$ cat src/design/swsfd_pkg.sv
// Shared types and constants for the single-wire sensor frame decoder.
// No dependencies.
package swsfd_pkg;

    localparam int FRAME_BITS = 40;
    localparam int LAST_IDX   = FRAME_BITS + 1;
    localparam int IDX_W      = $clog2(FRAME_BITS + 2);
    localparam int TIME_W     = 16;
    localparam int BYTE_W     = 8;
    localparam int SHIFT_W    = 5 * BYTE_W;
    localparam int IN_DATA_W  = 16;
    localparam int OUT_DATA_W = 40;

    localparam int APB_AW = 3;
    localparam int APB_DW = 32;

    localparam logic [TIME_W-1:0] THRESH_RESET = 16'd362;

    // Register index, taken from paddr[2]
    localparam logic CFG_IDX_THRESH = 1'b0;

    localparam logic [IDX_W-1:0] IDX_RESPONSE  = IDX_W'(0);
    localparam logic [IDX_W-1:0] IDX_REFERENCE = IDX_W'(1);
    localparam logic [IDX_W-1:0] IDX_FIRST_BIT = IDX_W'(2);

    typedef struct packed {
        logic              vld;
        logic [BYTE_W-1:0] humidity_whole;
        logic [BYTE_W-1:0] humidity_frac;
        logic [BYTE_W-1:0] temp_whole;
        logic [BYTE_W-1:0] temp_frac;
        logic [BYTE_W-1:0] check_byte;
    } t_result;

endpackage

$ cat src/design/single_wire_sensor_frame_decoder.sv
// Top level of the single-wire sensor frame decoder.
// Depends on swsfd_pkg, swsfd_cfg, swsfd_decode and swsfd_out_reg.
//
// The slave stream carries one falling-edge timestamp per transaction
// (s_axis_tdata = edge_time). The first edge of a frame is the response
// edge and is dropped, the second sets the reference time, and each later
// edge yields one bit of the 40-bit frame: 1 when the interval since the
// previous edge exceeds the threshold register. After the last bit one
// transaction leaves on the master stream with the five received bytes.
// Throughput: one edge per cycle unless the result side stalls, set by
// the single compare-and-shift stage. m_axis_tvalid rises once the input
// register has taken the last edge and the result register the frame.
// Reset clears the frame position, the previous time, the bit register and
// the result valid, and loads the threshold with 362 ticks.
// When the receiver stalls, the result is held; at most one more edge is
// taken into the input register, after which s_axis_tready drops until the
// result is taken. The APB port reads and writes the threshold where
// paddr[2] is 0; write it only while no frame is in progress.
module single_wire_sensor_frame_decoder
    import swsfd_pkg::*;
(
    input  logic                  i_clk,
    input  logic                  i_rst_n,
    input  logic                  s_axis_tvalid,
    output logic                  s_axis_tready,
    input  logic [IN_DATA_W-1:0]  s_axis_tdata,   // [15:0] edge_time
    output logic                  m_axis_tvalid,
    input  logic                  m_axis_tready,
    // [7:0] humidity_whole, [15:8] humidity_frac, [23:16] temp_whole,
    // [31:24] temp_frac, [39:32] check_byte
    output logic [OUT_DATA_W-1:0] m_axis_tdata,
    input  logic                  psel,
    input  logic                  penable,
    input  logic                  pwrite,
    input  logic [APB_AW-1:0]     paddr,
    input  logic [APB_DW-1:0]     pwdata,
    output logic [APB_DW-1:0]     prdata,
    output logic                  pready
);

    logic [TIME_W-1:0] w_thresh;
    logic              w_res_rdy;
    t_result           w_res;

    swsfd_cfg u_cfg (
        .i_clk    (i_clk),
        .i_rst_n  (i_rst_n),
        .psel     (psel),
        .penable  (penable),
        .pwrite   (pwrite),
        .paddr    (paddr),
        .pwdata   (pwdata),
        .prdata   (prdata),
        .pready   (pready),
        .o_thresh (w_thresh)
    );

    swsfd_decode u_decode (
        .i_clk     (i_clk),
        .i_rst_n   (i_rst_n),
        .i_in_vld  (s_axis_tvalid),
        .i_in_time (s_axis_tdata),
        .o_in_rdy  (s_axis_tready),
        .i_thresh  (w_thresh),
        .i_res_rdy (w_res_rdy),
        .o_res     (w_res)
    );

    swsfd_out_reg u_out (
        .i_clk     (i_clk),
        .i_rst_n   (i_rst_n),
        .i_res     (w_res),
        .o_res_rdy (w_res_rdy),
        .o_vld     (m_axis_tvalid),
        .i_rdy     (m_axis_tready),
        .o_data    (m_axis_tdata)
    );

endmodule

$ cat src/design/swsfd_cfg.sv
// APB register block holding the one-bit interval threshold.
// Depends on swsfd_pkg.
module swsfd_cfg
    import swsfd_pkg::*;
(
    input  logic              i_clk,
    input  logic              i_rst_n,
    input  logic              psel,
    input  logic              penable,
    input  logic              pwrite,
    input  logic [APB_AW-1:0] paddr,
    input  logic [APB_DW-1:0] pwdata,
    output logic [APB_DW-1:0] prdata,
    output logic              pready,
    output logic [TIME_W-1:0] o_thresh
);

    logic [TIME_W-1:0] r_thresh;
    logic              w_hit;

    assign w_hit  = (paddr[2] == CFG_IDX_THRESH);
    assign pready = 1'b1;

    always_ff @(posedge i_clk) begin
        if (!i_rst_n) begin
            r_thresh <= THRESH_RESET;
        end else if (psel && penable && pwrite && w_hit) begin
            r_thresh <= pwdata[TIME_W-1:0];
        end
    end

    always_comb begin
        prdata = '0;
        if (w_hit) begin
            prdata = APB_DW'(r_thresh);
        end
    end

    assign o_thresh = r_thresh;

endmodule

$ cat src/design/swsfd_decode.sv
// Edge input register and frame decode: interval compare, bit shift, frame position.
// Depends on swsfd_pkg.
module swsfd_decode
    import swsfd_pkg::*;
(
    input  logic              i_clk,
    input  logic              i_rst_n,
    input  logic              i_in_vld,
    input  logic [TIME_W-1:0] i_in_time,
    output logic              o_in_rdy,
    input  logic [TIME_W-1:0] i_thresh,
    input  logic              i_res_rdy,
    output t_result           o_res
);

    logic               r_s1_vld;
    logic [TIME_W-1:0]  r_s1_time;
    logic [IDX_W-1:0]   r_idx;
    logic [TIME_W-1:0]  r_prev;
    logic [SHIFT_W-1:0] r_shift;

    logic [IDX_W-1:0]   n_idx;
    logic [TIME_W-1:0]  n_prev;
    logic [SHIFT_W-1:0] n_shift;

    logic               w_adv;
    logic               w_done;
    logic [TIME_W-1:0]  w_interval;
    logic               w_bit;

    assign w_adv      = r_s1_vld && i_res_rdy;
    assign o_in_rdy   = !r_s1_vld || i_res_rdy;
    assign w_interval = r_s1_time - r_prev;
    assign w_bit      = (w_interval > i_thresh);

    always_comb begin
        n_idx  = r_idx;
        n_prev = r_prev;
        n_shift = r_shift;
        w_done = 1'b0;
        if (w_adv) begin
            if (r_idx == IDX_RESPONSE) begin
                n_idx = IDX_REFERENCE;
            end else if (r_idx == IDX_REFERENCE) begin
                n_prev  = r_s1_time;
                n_shift = '0;
                n_idx   = IDX_FIRST_BIT;
            end else begin
                n_prev  = r_s1_time;
                n_shift = {r_shift[SHIFT_W-2:0], w_bit};
                if (r_idx >= IDX_W'(LAST_IDX)) begin
                    w_done = 1'b1;
                    n_idx  = IDX_RESPONSE;
                end else begin
                    n_idx = r_idx + IDX_W'(1);
                end
            end
        end
    end

    always_ff @(posedge i_clk) begin
        if (!i_rst_n) begin
            r_s1_vld <= 1'b0;
            r_idx    <= IDX_RESPONSE;
            r_prev   <= '0;
            r_shift  <= '0;
        end else begin
            if (o_in_rdy) begin
                r_s1_vld <= i_in_vld;
            end
            r_idx   <= n_idx;
            r_prev  <= n_prev;
            r_shift <= n_shift;
        end
    end

    always_ff @(posedge i_clk) begin
        if (o_in_rdy && i_in_vld) begin
            r_s1_time <= i_in_time;
        end
    end

    always_comb begin
        o_res.vld            = w_done;
        o_res.humidity_whole = n_shift[39:32];
        o_res.humidity_frac  = n_shift[31:24];
        o_res.temp_whole     = n_shift[23:16];
        o_res.temp_frac      = n_shift[15:8];
        o_res.check_byte     = n_shift[7:0];
    end

endmodule

$ cat src/design/swsfd_out_reg.sv
// Result register for the master-side stream; holds a frame until it is taken.
// Depends on swsfd_pkg.
module swsfd_out_reg
    import swsfd_pkg::*;
(
    input  logic                  i_clk,
    input  logic                  i_rst_n,
    input  t_result               i_res,
    output logic                  o_res_rdy,
    output logic                  o_vld,
    input  logic                  i_rdy,
    output logic [OUT_DATA_W-1:0] o_data
);

    logic                  r_vld;
    logic [OUT_DATA_W-1:0] r_data;

    assign o_res_rdy = !r_vld || i_rdy;

    always_ff @(posedge i_clk) begin
        if (!i_rst_n) begin
            r_vld <= 1'b0;
        end else if (o_res_rdy) begin
            r_vld <= i_res.vld;
        end
    end

    always_ff @(posedge i_clk) begin
        if (o_res_rdy && i_res.vld) begin
            r_data <= {i_res.check_byte, i_res.temp_frac, i_res.temp_whole,
                       i_res.humidity_frac, i_res.humidity_whole};
        end
    end

    assign o_vld  = r_vld;
    assign o_data = r_data;

endmodule

$ cat config.mk
export PLATFORM = sky130hd
export DESIGN_NAME = single_wire_sensor_frame_decoder
export DESIGN_NICKNAME = d
export VERILOG_FILES = /design/src/design/swsfd_pkg.sv /design/src/design/single_wire_sensor_frame_decoder.sv /design/src/design/swsfd_cfg.sv /design/src/design/swsfd_decode.sv /design/src/design/swsfd_out_reg.sv
export SDC_FILE = /design/constraint.sdc
export NUM_CORES = 1
export LEC_CHECK = 0
export ABC_AREA = 1
export ABC_CLOCK_PERIOD_IN_PS = 8400
export BUFFER_PORTS_ARGS = -buffer_cell sky130_fd_sc_hd__buf_4
export CORE_UTILIZATION = 25
export CTS_BUF_LIST = sky130_fd_sc_hd__clkbuf_16
export DETAILED_ROUTE_END_ITERATION = 7
export PLACE_DENSITY = 0.54
export SYNTH_ARGS = -nofsm -noshare
export SYNTH_HDL_FRONTEND = slang
export SYNTH_SLANG_ARGS = --single-unit
$ cat constraint.sdc
create_clock -name i_clk -period 8.4 [get_ports i_clk]
set_input_delay 0 -clock i_clk [delete_from_list [all_inputs] [get_ports i_clk]]
set_output_delay 0 -clock i_clk [all_outputs]
set_load 0.05 [all_outputs]
### Word level (Yosys, flattened, before mapping)

Cells that the tools add are included.

* equality and inequality tests: 1
* $lt $le $gt $ge: 2
* add/subtract/negate cells: 2
* reduce and logical (&&, ||, !) cells: 12
* bitwise gates (word level): 2
* multiplexer cells: 11

Operators with widths (number)
* 2-to-1 mux 40 bit: 3
* 2-to-1 mux 6 bit: 3
* > comparator 16 bit: 1
* 2-to-1 mux 16 bit: 1
* subtractor 16 bit: 1
* adder 6 x 1 -> 6 bit (second input constant): 1
* equality test 6 x 1 -> 1 bit (second input constant): 1
* >= comparator 6 bit (second input constant): 1
* logical AND 1 bit: 6
* zero test 6 bit: 1
* 2-to-1 mux 1 bit: 4
* zero test 1 bit: 2
* logical OR 1 bit: 2
* NOT 1 bit: 2
* AND reduction 2 bit: 1

* input bits: 58
* register bits: 136
* word-level logic and storage cells: 38
* output and inout port bits: 75

### Longest topological paths before layout

Gate-level depths: netlist of the first run.

* word-level depth: 6
* mapped depth: 19
* gate-level depth less buffers: 19

### Cells and area by module

From an unflattened synthesis of the first run, not the netlist that was laid out.

* cell total of the unflattened synthesis: 766
* area total of the unflattened synthesis: 6532.5 um2

Modules (own cells, without submodules)
* swsfd_decode: seq. area each 1741.7 um2, area an instance 4290.4 um2, cells an instance 567, times used 1
* swsfd_out_reg: seq. area each 1221.2 um2, area an instance 1252.5 um2, cells an instance 47, times used 1
* swsfd_cfg: seq. area each 320.3 um2, area an instance 989.7 um2, cells an instance 152, times used 1

### Least setup slack after synthesis of the first run

OpenSTA, ideal clock, no wires.

* path kind: register to register
* start: reg u_out.r_vld, in the netlist u_out.o_vld
* end: reg u_out.r_data[0], in the netlist u_out.o_data[0], enable pin
* arrival: 2.647 ns
* setup time: 0.439 ns
* cell stages (with the launch flop): 4
* required time: 7.961 ns
* slack: 5.314 ns
* clock period less this slack: 3.086 ns
* buffers on the path: 0
* cells stage by stage: dfxtp_1 > a21boi_2 > inv_1 > nor2_1

* word-level cells in the longest chain between the ends: 5

RTL lines
* start, declared: RTL line swsfd_out_reg.sv:15 `logic r_vld;`
* start signal, assigned: RTL line swsfd_out_reg.sv:24 `r_vld <= i_res.vld;`
* zero test 1 bit *: RTL line swsfd_out_reg.sv:18 `assign o_res_rdy = !r_vld || i_rdy;`
* logical OR 1 bit *: RTL line swsfd_out_reg.sv:18
* logical AND 1 bit: RTL line swsfd_decode.sv:31 `assign w_adv = r_s1_vld && i_res_rdy;`
* 2-to-1 mux 1 bit: RTL line swsfd_decode.sv:41 `if (w_adv) begin`
* logical AND 1 bit *: RTL line swsfd_out_reg.sv:29 `if (o_res_rdy && i_res.vld) begin`
* end signal, assigned: RTL line swsfd_out_reg.sv:30 `r_data <= {i_res.check_byte, i_res.temp_frac, i_res.temp_whole,`
* end, declared: RTL line swsfd_out_reg.sv:16 `logic [OUT_DATA_W-1:0] r_data;`

Every way passes the cells marked *; elsewhere a longest branch is shown, timed or not.
A chain may end at the register's enable or synchronous reset.

### Worst setup path after layout of the first run

* start: reg u_decode.r_s1_time[0]
* end: reg u_out.r_data[32], in the netlist u_out.o_data[32], data pin

* word-level cells in the longest chain between the ends: 5

RTL lines
* start, declared: RTL line swsfd_decode.sv:17 `logic [TIME_W-1:0] r_s1_time;`
* start signal, assigned: RTL line swsfd_decode.sv:79 `r_s1_time <= i_in_time;`
* subtractor 16 bit: RTL line swsfd_decode.sv:33 `assign w_interval = r_s1_time - r_prev;`
* > comparator 16 bit: RTL line swsfd_decode.sv:34 `assign w_bit = (w_interval > i_thresh);`
* 2-to-1 mux 40 bit: RTL line swsfd_decode.sv:44 `end else if (r_idx == IDX_REFERENCE) begin`
* 2-to-1 mux 40 bit: RTL line swsfd_decode.sv:42 `if (r_idx == IDX_RESPONSE) begin`
* 2-to-1 mux 40 bit: RTL line swsfd_decode.sv:41
* via u_decode.n_shift[0]: RTL line swsfd_decode.sv:24 `logic [SHIFT_W-1:0] n_shift;`

The timed path passes the listed nets, and every way through them passes these cells.

==> run metrics, run 1 <==
height of the die=160 um; Clock Root Buffer=clkbuf_16; Worst setup SP type=flip-flop; top layer in use=met4; Post-DRT Antenna Nets=0; starting density of the core=0.256; Bufs on Longest Clock Path=2; DRC=0; Synth Warn #=0; RSZ-0062 raised after global routing=no; met2 wire len=6240 um; first-pass GRT wire length=around 23000 um; routability cong.=a little over 0.8; flops & latches, synth=136; Worst-path clk slew=60 ps; Setup crit end kind=flip-flop; vias in the first global route=between 4000 and 5000; DRT Wirelength=14000 um; Setup WS post-layout=5490 ps; Post-Syn Instances=702; Final Hold Fails=0; min Tclk post-route=2910 ps; grt total ovfl=0; Final period util=0.347; Core ar.=24400 um2; Arr. time, crit path=3090 ps; drt first pass iters=4; Pwr Density=199 nW/um2; CTS tree=built; average footprint of a synthesized cell=8.88 um2; Area contributors post-synth=edfxtp_1 27%, dfxtp_1 26%, nand2_1 11%; share of layout cells above drive strength 1=0.187; post-synth top area share=0.270; Seq/Total Area, Yosys=0.526; setup TNS=0 ps; clk_skew=11.4 ps; Slew HR=0.363; clock sinks=136; critical-path maximum fanout=3; Leak=about 3.4 nW; cts repair resizes=0; initial antenna violation count=1; max cap viols=0; Worst Tran Pin Value=956 ps; routed length on met1=6900 um; Ports=133; Post-Place Setup Slack=5460 ps; Die W=160 um; Avg WL per Cell=11.9 um; dpl hpwl=9520 um; largest net degree at the start of global routing=a little over 70; Clock Latency Late Sink=about 420 ps; Avg Vias per Cell=4.17; fillcell total=2507; area grow syn2layout=30.7%; status=finished, final reports clean; htree depth=4; Req. time, crit path=8570 ps; FP Rows=57; Reg area=around 3300 um2; Num CTS Buffers=17; Final Power=1.62 mW; DR WL met3=about 600 um; Max rail drop VDD=107 uV; detailed router's first-iteration violation count=between 200 and 300; gr usage total=0.114; fmax=0.343 GHz; Die Footprint=25600 um2; final setup vio count=0; WS Path Type=reg2reg; Distinct cells, synth=34; multi-input logic area=2520 um2; Hold Path Class=in2reg; Slew Viols, Final=0; Cell Area, Synth=6240 um2; cell accounting for the most synthesized area=edfxtp_1; fin nets=~930; via count=4882; # port buffers=97
-- power breakdown --
| group | switching, mW | internal, mW | total, mW |
|---|---|---|---|
| clock network | 0.318 | 0.389 | 0.706 |
| registers | 0.00566 | 0.697 | 0.703 |
| logic | 0.131 | 0.0813 | 0.213 |
| total | 0.455 | 1.17 | 1.62 |
-- worst max-delay path: stages, from the launching register on --
cell      delay, ps
edfxtp_1        370
inv_1            60
ha_1            210
fa_1            420
nor3_1          300
nor2_1          130
o21ai_0         200
xor2_1          210
ha_1            260
nand2_1          60
nor2_1           40
nand2_1          80
inv_1            40
nand2_1          50
nand2_1          50
nand2_1         120
nand2_1          70
-- sequential cells by signal (all words and copies together) (netlist names) --
name and flops:
u_decode.r_prev 16, u_decode.r_idx 6, u_decode.r_s1_vld 1, u_out.o_vld 1
u_cfg.o_thresh 16, u_decode.r_s1_time 16, u_decode.r_shift 40, u_out.o_data 40
-- layout by cell type (no fill, tap or decap), drive strengths merged --
cell type and count:
nor3 2, xor2 11, a31oi 1, dlygate4sd3 39, clkinv 5, nor3b 1
nand4 1, clkinvlp 4, xnor2 3, a21o 3, nand2 194, inv 70
fa 1, clkbuf 17, a21oi 94, a21boi 1, nor2 45, nand3 17
dfxtp 80, diode 1, conb 17, edfxtp 56, ha 35, nand3b 4
o211ai 6, and3 1, o21ai 39, buf 98
-- cell type report --
class | instances | share of cell area
Clock buffer | 17 | 0.0522
Antenna cell | 1 | 0.000307
Inverter | 64 | 0.0298
Timing Repair Buffer | 137 | 0.138
Multi-Input combinational cell | 476 | 0.310
Clock inverter | 15 | 0.0172
Tap cell | 324 | 0.0498
Sequential cell | 136 | 0.403
-- per-layer routing --
metal	up-vias	global-route usage
met5	-	0
met4	0	0.0481
met3	18	0.0288
met2	92	0.183
met1	2228	0.144
li1	2544	-
-- per-stage QoR --
stage	util	cell area, um2	hold WS, ps	cells
global placement	0.295	7190	178	1098
global route	0.334	8150	26.1	1170
detailed placement	0.295	7190	180	1098
CTS	0.334	8150	0.376	1169
finish	0.334	8150	15.9	1170
floorplan	-	6290	98.9	717
-- cell usage after synthesis --
master    instances
nand3_2           1
a21o_1            3
inv_1            61
nor3_1            2
nor3b_1           1
nand2_4           1
buf_4            17
o211ai_1          6
inv_2             2
a21oi_2          10
xnor2_1           3
o21ai_1           1
buf_2             8
buf_6             1
nand2_2          11
ha_1             35
a21oi_1          84
nand4_1           1
fa_1              1
a31oi_1           1
buf_12            1
nand3_1          16
nand3b_1          4
inv_4             1
edfxtp_1         56
nand2_1         182
o21ai_0          38
dfxtp_1          80
and3_1            1
a21boi_2          1
nor2_1           45
clkbuf_1         14
conb_1            2
xor2_1           11
-- cells by family (layout without fill, tap and decap cells) --
kind of cell,after synthesis,in the layout,synth area share
adders and majority gates,36,36,0.0734
AOI/OAI and AO/OA,144,144,0.126
and+or+nand+nor,265,265,0.174
buffers and inverters,105,233,0.0793
DFF,136,136,0.526
xor gates and xnor gates,14,14,0.0197
other,2,18,0.00120
-- repair_timing --
item | 4_1_cts | 5_1_grt
hold buffers | 39 | 0
setup buffers | 0 | 0
hold endpoints to repair | 34 | 0
-- worst paths after layout --
kind                            cells after the start                        startpoint  slack, ps                          endpoint
worst min-delay path                                2                           i_rst_n         20    u_cfg.o_thresh[6]$_SDFFE_PN1P_
worst max-delay path                               16   u_decode.r_s1_time[0]$_DFFE_PP_       5490        u_out.o_data[32]$_DFFE_PP_
worst max register to register                     16   u_decode.r_s1_time[0]$_DFFE_PP_       5490        u_out.o_data[32]$_DFFE_PP_
worst min register to register                      2  u_decode.r_prev[10]$_SDFFE_PN0P_        460  u_decode.r_prev[10]$_SDFFE_PN0P_
No activity file was read; power rests on OpenSTA's default activity.
==> run 2, diff against run 1 <==
ABC_CLOCK_PERIOD_IN_PS = 2700   (was 8400)
clock period = 2.7 ns   (was 8.4 ns; I/O delays follow)
==> run 2 against run 1 <==
Critical path depth is the same. Die area stayed put. Utilization grew 2.3 points. Sequential power increased to 3.1 times the previous value. Clock skew down 1.8 ps.
==> run metrics, run 2 (synthesis results as in run 1) <==
fillcell total=around 2500; max cap viols=0; Slew Viols, Final=0; Max rail drop VDD=346 uV; Arr. time, crit path=approximately 2800 ps; Post-Layout Cell Count=1199; first-pass GRT wire length=23900 um; Die Footprint=25600 um2; Worst Hold Path Cells=2; Final Power=5.42 mW; most used cell, CP=nand2_2; crit path max-delay cell type=edfxtp_1; min Tclk post-route=2660 ps; via count=5020; Hold Path Class=in2reg; htree depth=4; Finished Cell Area=8720 um2; Pwr Density=622 nW/um2; starting density of the core=0.256; # port buffers=97; Die W=160 um; CTS tree=built; FP Rows=between 50 and 60; area grow syn2layout=39.8%; Final Hold Fails=0; clk_skew=9.58 ps; clock sinks=136; R2R cell count=16; Post-Place Setup Slack=-73.9 ps; Core ar.=24400 um2; Slew HR=0.352; commonest non-fill, non-tap cells in the layout=171 x nand2_1, 114 x buf_4, 80 x dfxtp_1, 73 x a21oi_1, 60 x inv_1; Post-DRT Antenna Nets=0; Hold WS=289 ps; Avg Vias per Cell=around 4.2; Setup crit end kind=flip-flop; fin nets=955; WS Path Type=reg2reg; status=finished, final reports clean; height of the die=about 160 um; initial antenna violation count=1; routability cong.=0.819; Reg area=3280 um2; DRC=0; Worst setup SP type=flip-flop; setup TNS=0 ps; detailed router's first-iteration violation count=200; Setup WS post-layout=44.7 ps; RSZ-0062 raised after global routing=yes; Final period util=0.983; final setup vio count=0; grt total ovfl=0; CP Cell Sequence=ha_4, nand2_2, o21ai_2, buf_6, nand2_2, nand2_2, nand3_2, nand2_2, xor2_2, ha_1, a21oi_2, o21ai_2, a21oi_2, nand2_1, nand2_1, nand2_1; dpl hpwl=between 10000 and 15000 um; drt first pass iters=5; DP Cell Count=1115; fmax=0.377 GHz; Clock Root Buffer=clkbuf_16; largest net degree at the start of global routing=50; vias in the first global route=4803; Clock Latency Late Sink=430 ps; critical-path maximum fanout=4; Bufs on Longest Clock Path=2; multi-input logic area=2780 um2; Worst Tran Pin Value=approximately 970 ps; Avg WL per Cell=12.5 um; Req. time, crit path=around 2900 ps; Leak=3.60 nW; DP Area=7340 um2; CP peak stage delay=460 ps; share of layout cells above drive strength 1=0.257; Ports=133; most common cell after layout, fill and taps aside=nand2_1; Num CTS Buffers=17; gr usage total=0.119; Worst-path clk slew=60 ps; DRT Wirelength=15000 um; Final Util=0.358
[run 2: layout make-up]
class,instances,area share
sequential,136,0.376
multi-input combinational,476,0.319
timing repair buffer,166,0.160
clock buffer,17,0.0488
tap,324,0.0465
inverter,64,0.0278
clock inverter,15,0.0212
antenna,1,0.000287
[run 2: where the power goes]
group	switching [mW]	total [mW]	internal, mW
registers	0.0231	2.19	2.17
logic	0.470	0.819	0.349
clock network	1.01	2.41	1.40
[run 2: critical path, delay by kind of cell, from the launching register on]
kind	cells	cell delay [ps]
DFF	1	460
AOI/OAI and AO/OA	4	470
buffers and inverters	1	130
and+or+nand+nor	8	520
xor gates and xnor gates	1	210
adders and majority gates	2	620
[run 2: worst paths after layout]
check                                  startpoint                          endpoint  slack, ps
setup reg to reg  u_decode.r_s1_time[2]$_DFFE_PP_        u_out.o_data[32]$_DFFE_PP_         40
setup / recovery  u_decode.r_s1_time[2]$_DFFE_PP_        u_out.o_data[32]$_DFFE_PP_         40
hold / removal                   s_axis_tdata[13]  u_decode.r_s1_time[13]$_DFFE_PP_        290
hold reg to reg   u_decode.r_prev[8]$_SDFFE_PN0P_   u_decode.r_prev[8]$_SDFFE_PN0P_        460
[run 2: repair_timing]
item,in CTS,in global routing
cloned,0,0
resized for setup,10,47
hold endpoints to repair,39,0
hold buffers,49,0
setup buffers,0,2
endpoints found under the setup margin,2,2
pin swaps,3,21
[run 2: metal layers]
metal	up-vias	GRT usage	share of wire
li1	2605	-	-
met1	2326	0.156	0.48
met5	-	0	0
met2	79	0.190	0.47
met4	0	0.0485	0.010
met3	10	0.0270	0.036
==> run 3, diff against run 2 <==
SETUP_SLACK_MARGIN = 0.3   (was default)
==> run 3 against run 2 <==
Register-to-register slack gained 70 ps. Utilization shrank 0.50 points. Clock skew grew 0.63 ps. Clock power shrank 4%.
==> run metrics, run 3 (synthesis results as in run 1) <==
top layer in use=met4; Post-Place Setup Slack=11.4 ps; Max rail drop VDD=325 uV; htree depth=4; Die Footprint=25600 um2; area grow syn2layout=37.9%; Worst Tran Pin Value=around 1000 ps; routed length on met1=7240 um; Avg Vias per Cell=4.17; crit-path leading delay family=adder cells; Hold Path Class=in2reg; detailed router's first-iteration violation count=between 200 and 250; Slew Viols, Final=0; min Tclk post-route=between 2000 and 3000 ps; n_diodes=0; Final period util=0.958; CTS tree=built; routability cong.=roughly 0.90; commonest non-fill, non-tap cells in the layout=174 x nand2_1, 112 x buf_4, 79 x dfxtp_1, 75 x a21oi_1, 61 x inv_1; Ports=133; Final Hold Fails=0; status=finished, final reports clean; clock sinks=approximately 140; fin nets=944; DR WL met3=roughly 630 um; Arr. time, crit path=2760 ps; most used cell, CP=nand2_2; clk_skew=around 10 ps; dpl hpwl=roughly 10000 um; Slew HR=0.330; CP Buf/Inv Count=0; share of layout cells above drive strength 1=0.253; Pwr Density=617 nW/um2; R2R Path Start=u_decode.r_s1_time[2]$_DFFE_PP_; Die W=between 150 and 200 um; Setup WS post-layout=113 ps; met2 wire len=roughly 6800 um; WS Path Type=reg2reg; Req. time, crit path=2870 ps; Core ar.=around 24000 um2; first-pass GRT wire length=24100 um; vias in the first global route=4769; via count=between 4000 and 5000; most common cell after layout, fill and taps aside=nand2_1; height of the die=~160 um; starting density of the core=0.256; Clock Latency Late Sink=between 400 and 500 ps; Leak=3.54 nW; CP Cell Sequence=ha_4, nand2_2, o21ai_4, nand2_1, nand2_2, nand3_2, nand2_2, xor2_2, ha_1, a21oi_2, o21ai_1, a21oi_1, nand2_1, nand2_2, nand2_1; drt first pass iters=4; final setup vio count=0; FP Rows=57; fillcell total=2467; Post-DRT Antenna Nets=0; grt total ovfl=0; RSZ-0062 raised after global routing=yes; Worst setup SP type=flip-flop; Clock Root Buffer=clkbuf_16; fmax=approximately 0.39 GHz; critical-path maximum fanout=4; DRT Wirelength=14900 um; CP startpoint=u_decode.r_s1_time[2]$_DFFE_PP_; hold path startpoint=s_axis_tdata[14]; Num CTS Buffers=17; Avg WL per Cell=around 13 um; CP peak stage delay=430 ps; gr usage total=0.121; max cap viols=0; Bufs on Longest Clock Path=2; crit path max-delay cell type=edfxtp_1; DRC=0; Post-Layout Cell Count=1187; initial antenna violation count=0; Worst-path clk slew=70 ps; largest net degree at the start of global routing=70; # port buffers=97; DP Cell Count=1110; Setup crit end kind=flip-flop
-- run 3: power by group --
part / internal (mW) / total [mW] / switching, mW
registers: 2.17 / 2.19 / 0.0241
clock network: 1.31 / 2.32 / 1.01
logic: 0.338 / 0.793 / 0.455
-- run 3: worst paths after layout --
check	endpoint	slack [ps]	cells past startpoint
worst max-delay path	u_out.o_data[32]$_DFFE_PP_	110	15
worst max register to register	u_out.o_data[32]$_DFFE_PP_	110	15
worst min-delay path	u_decode.r_s1_time[14]$_DFFE_PP_	290	2
worst min register to register	u_decode.r_prev[14]$_SDFFE_PN0P_	470	2
-- run 3: layout make-up --
class                   instances  area, um2  area share
inverters                      64        243      0.0282
clock buffers                  17        425      0.0495
repair buffers                155       1290       0.150
clock inverters                15        165      0.0192
flip-flops and latches        136       3280       0.382
well taps                     324        405      0.0471
multi-input cells             476       2790       0.324
-- run 3: routing by layer --
metal  vias up  global-route usage
met3        15              0.0351
met5         -                   0
met1      2262               0.154
li1       2579                   -
met2        90               0.191
met4         0              0.0476
-- run 3: timing repair --
action,CTS,global route
setup endpoints to repair,2,2
setup buffers,3,1
pin swaps,11,12
gates resized for setup,29,19
hold buffers,41,0
endpoints found under the hold margin,37,0
-- run 3: stage by stage --
stage               hold slack (ps)  total power, mW  utilization  TNS [ps]  instance area (um2)
global placement                179             2.88        0.300     -35.0                 7320
global route                    276             5.55        0.353     -23.9                 8600
floorplan                      98.9             2.71            -         0                 6310
detailed placement              180             2.88        0.300         0                 7320
CTS                             268             5.33        0.350         0                 8530
finish                          291             5.30        0.353         0                 8600
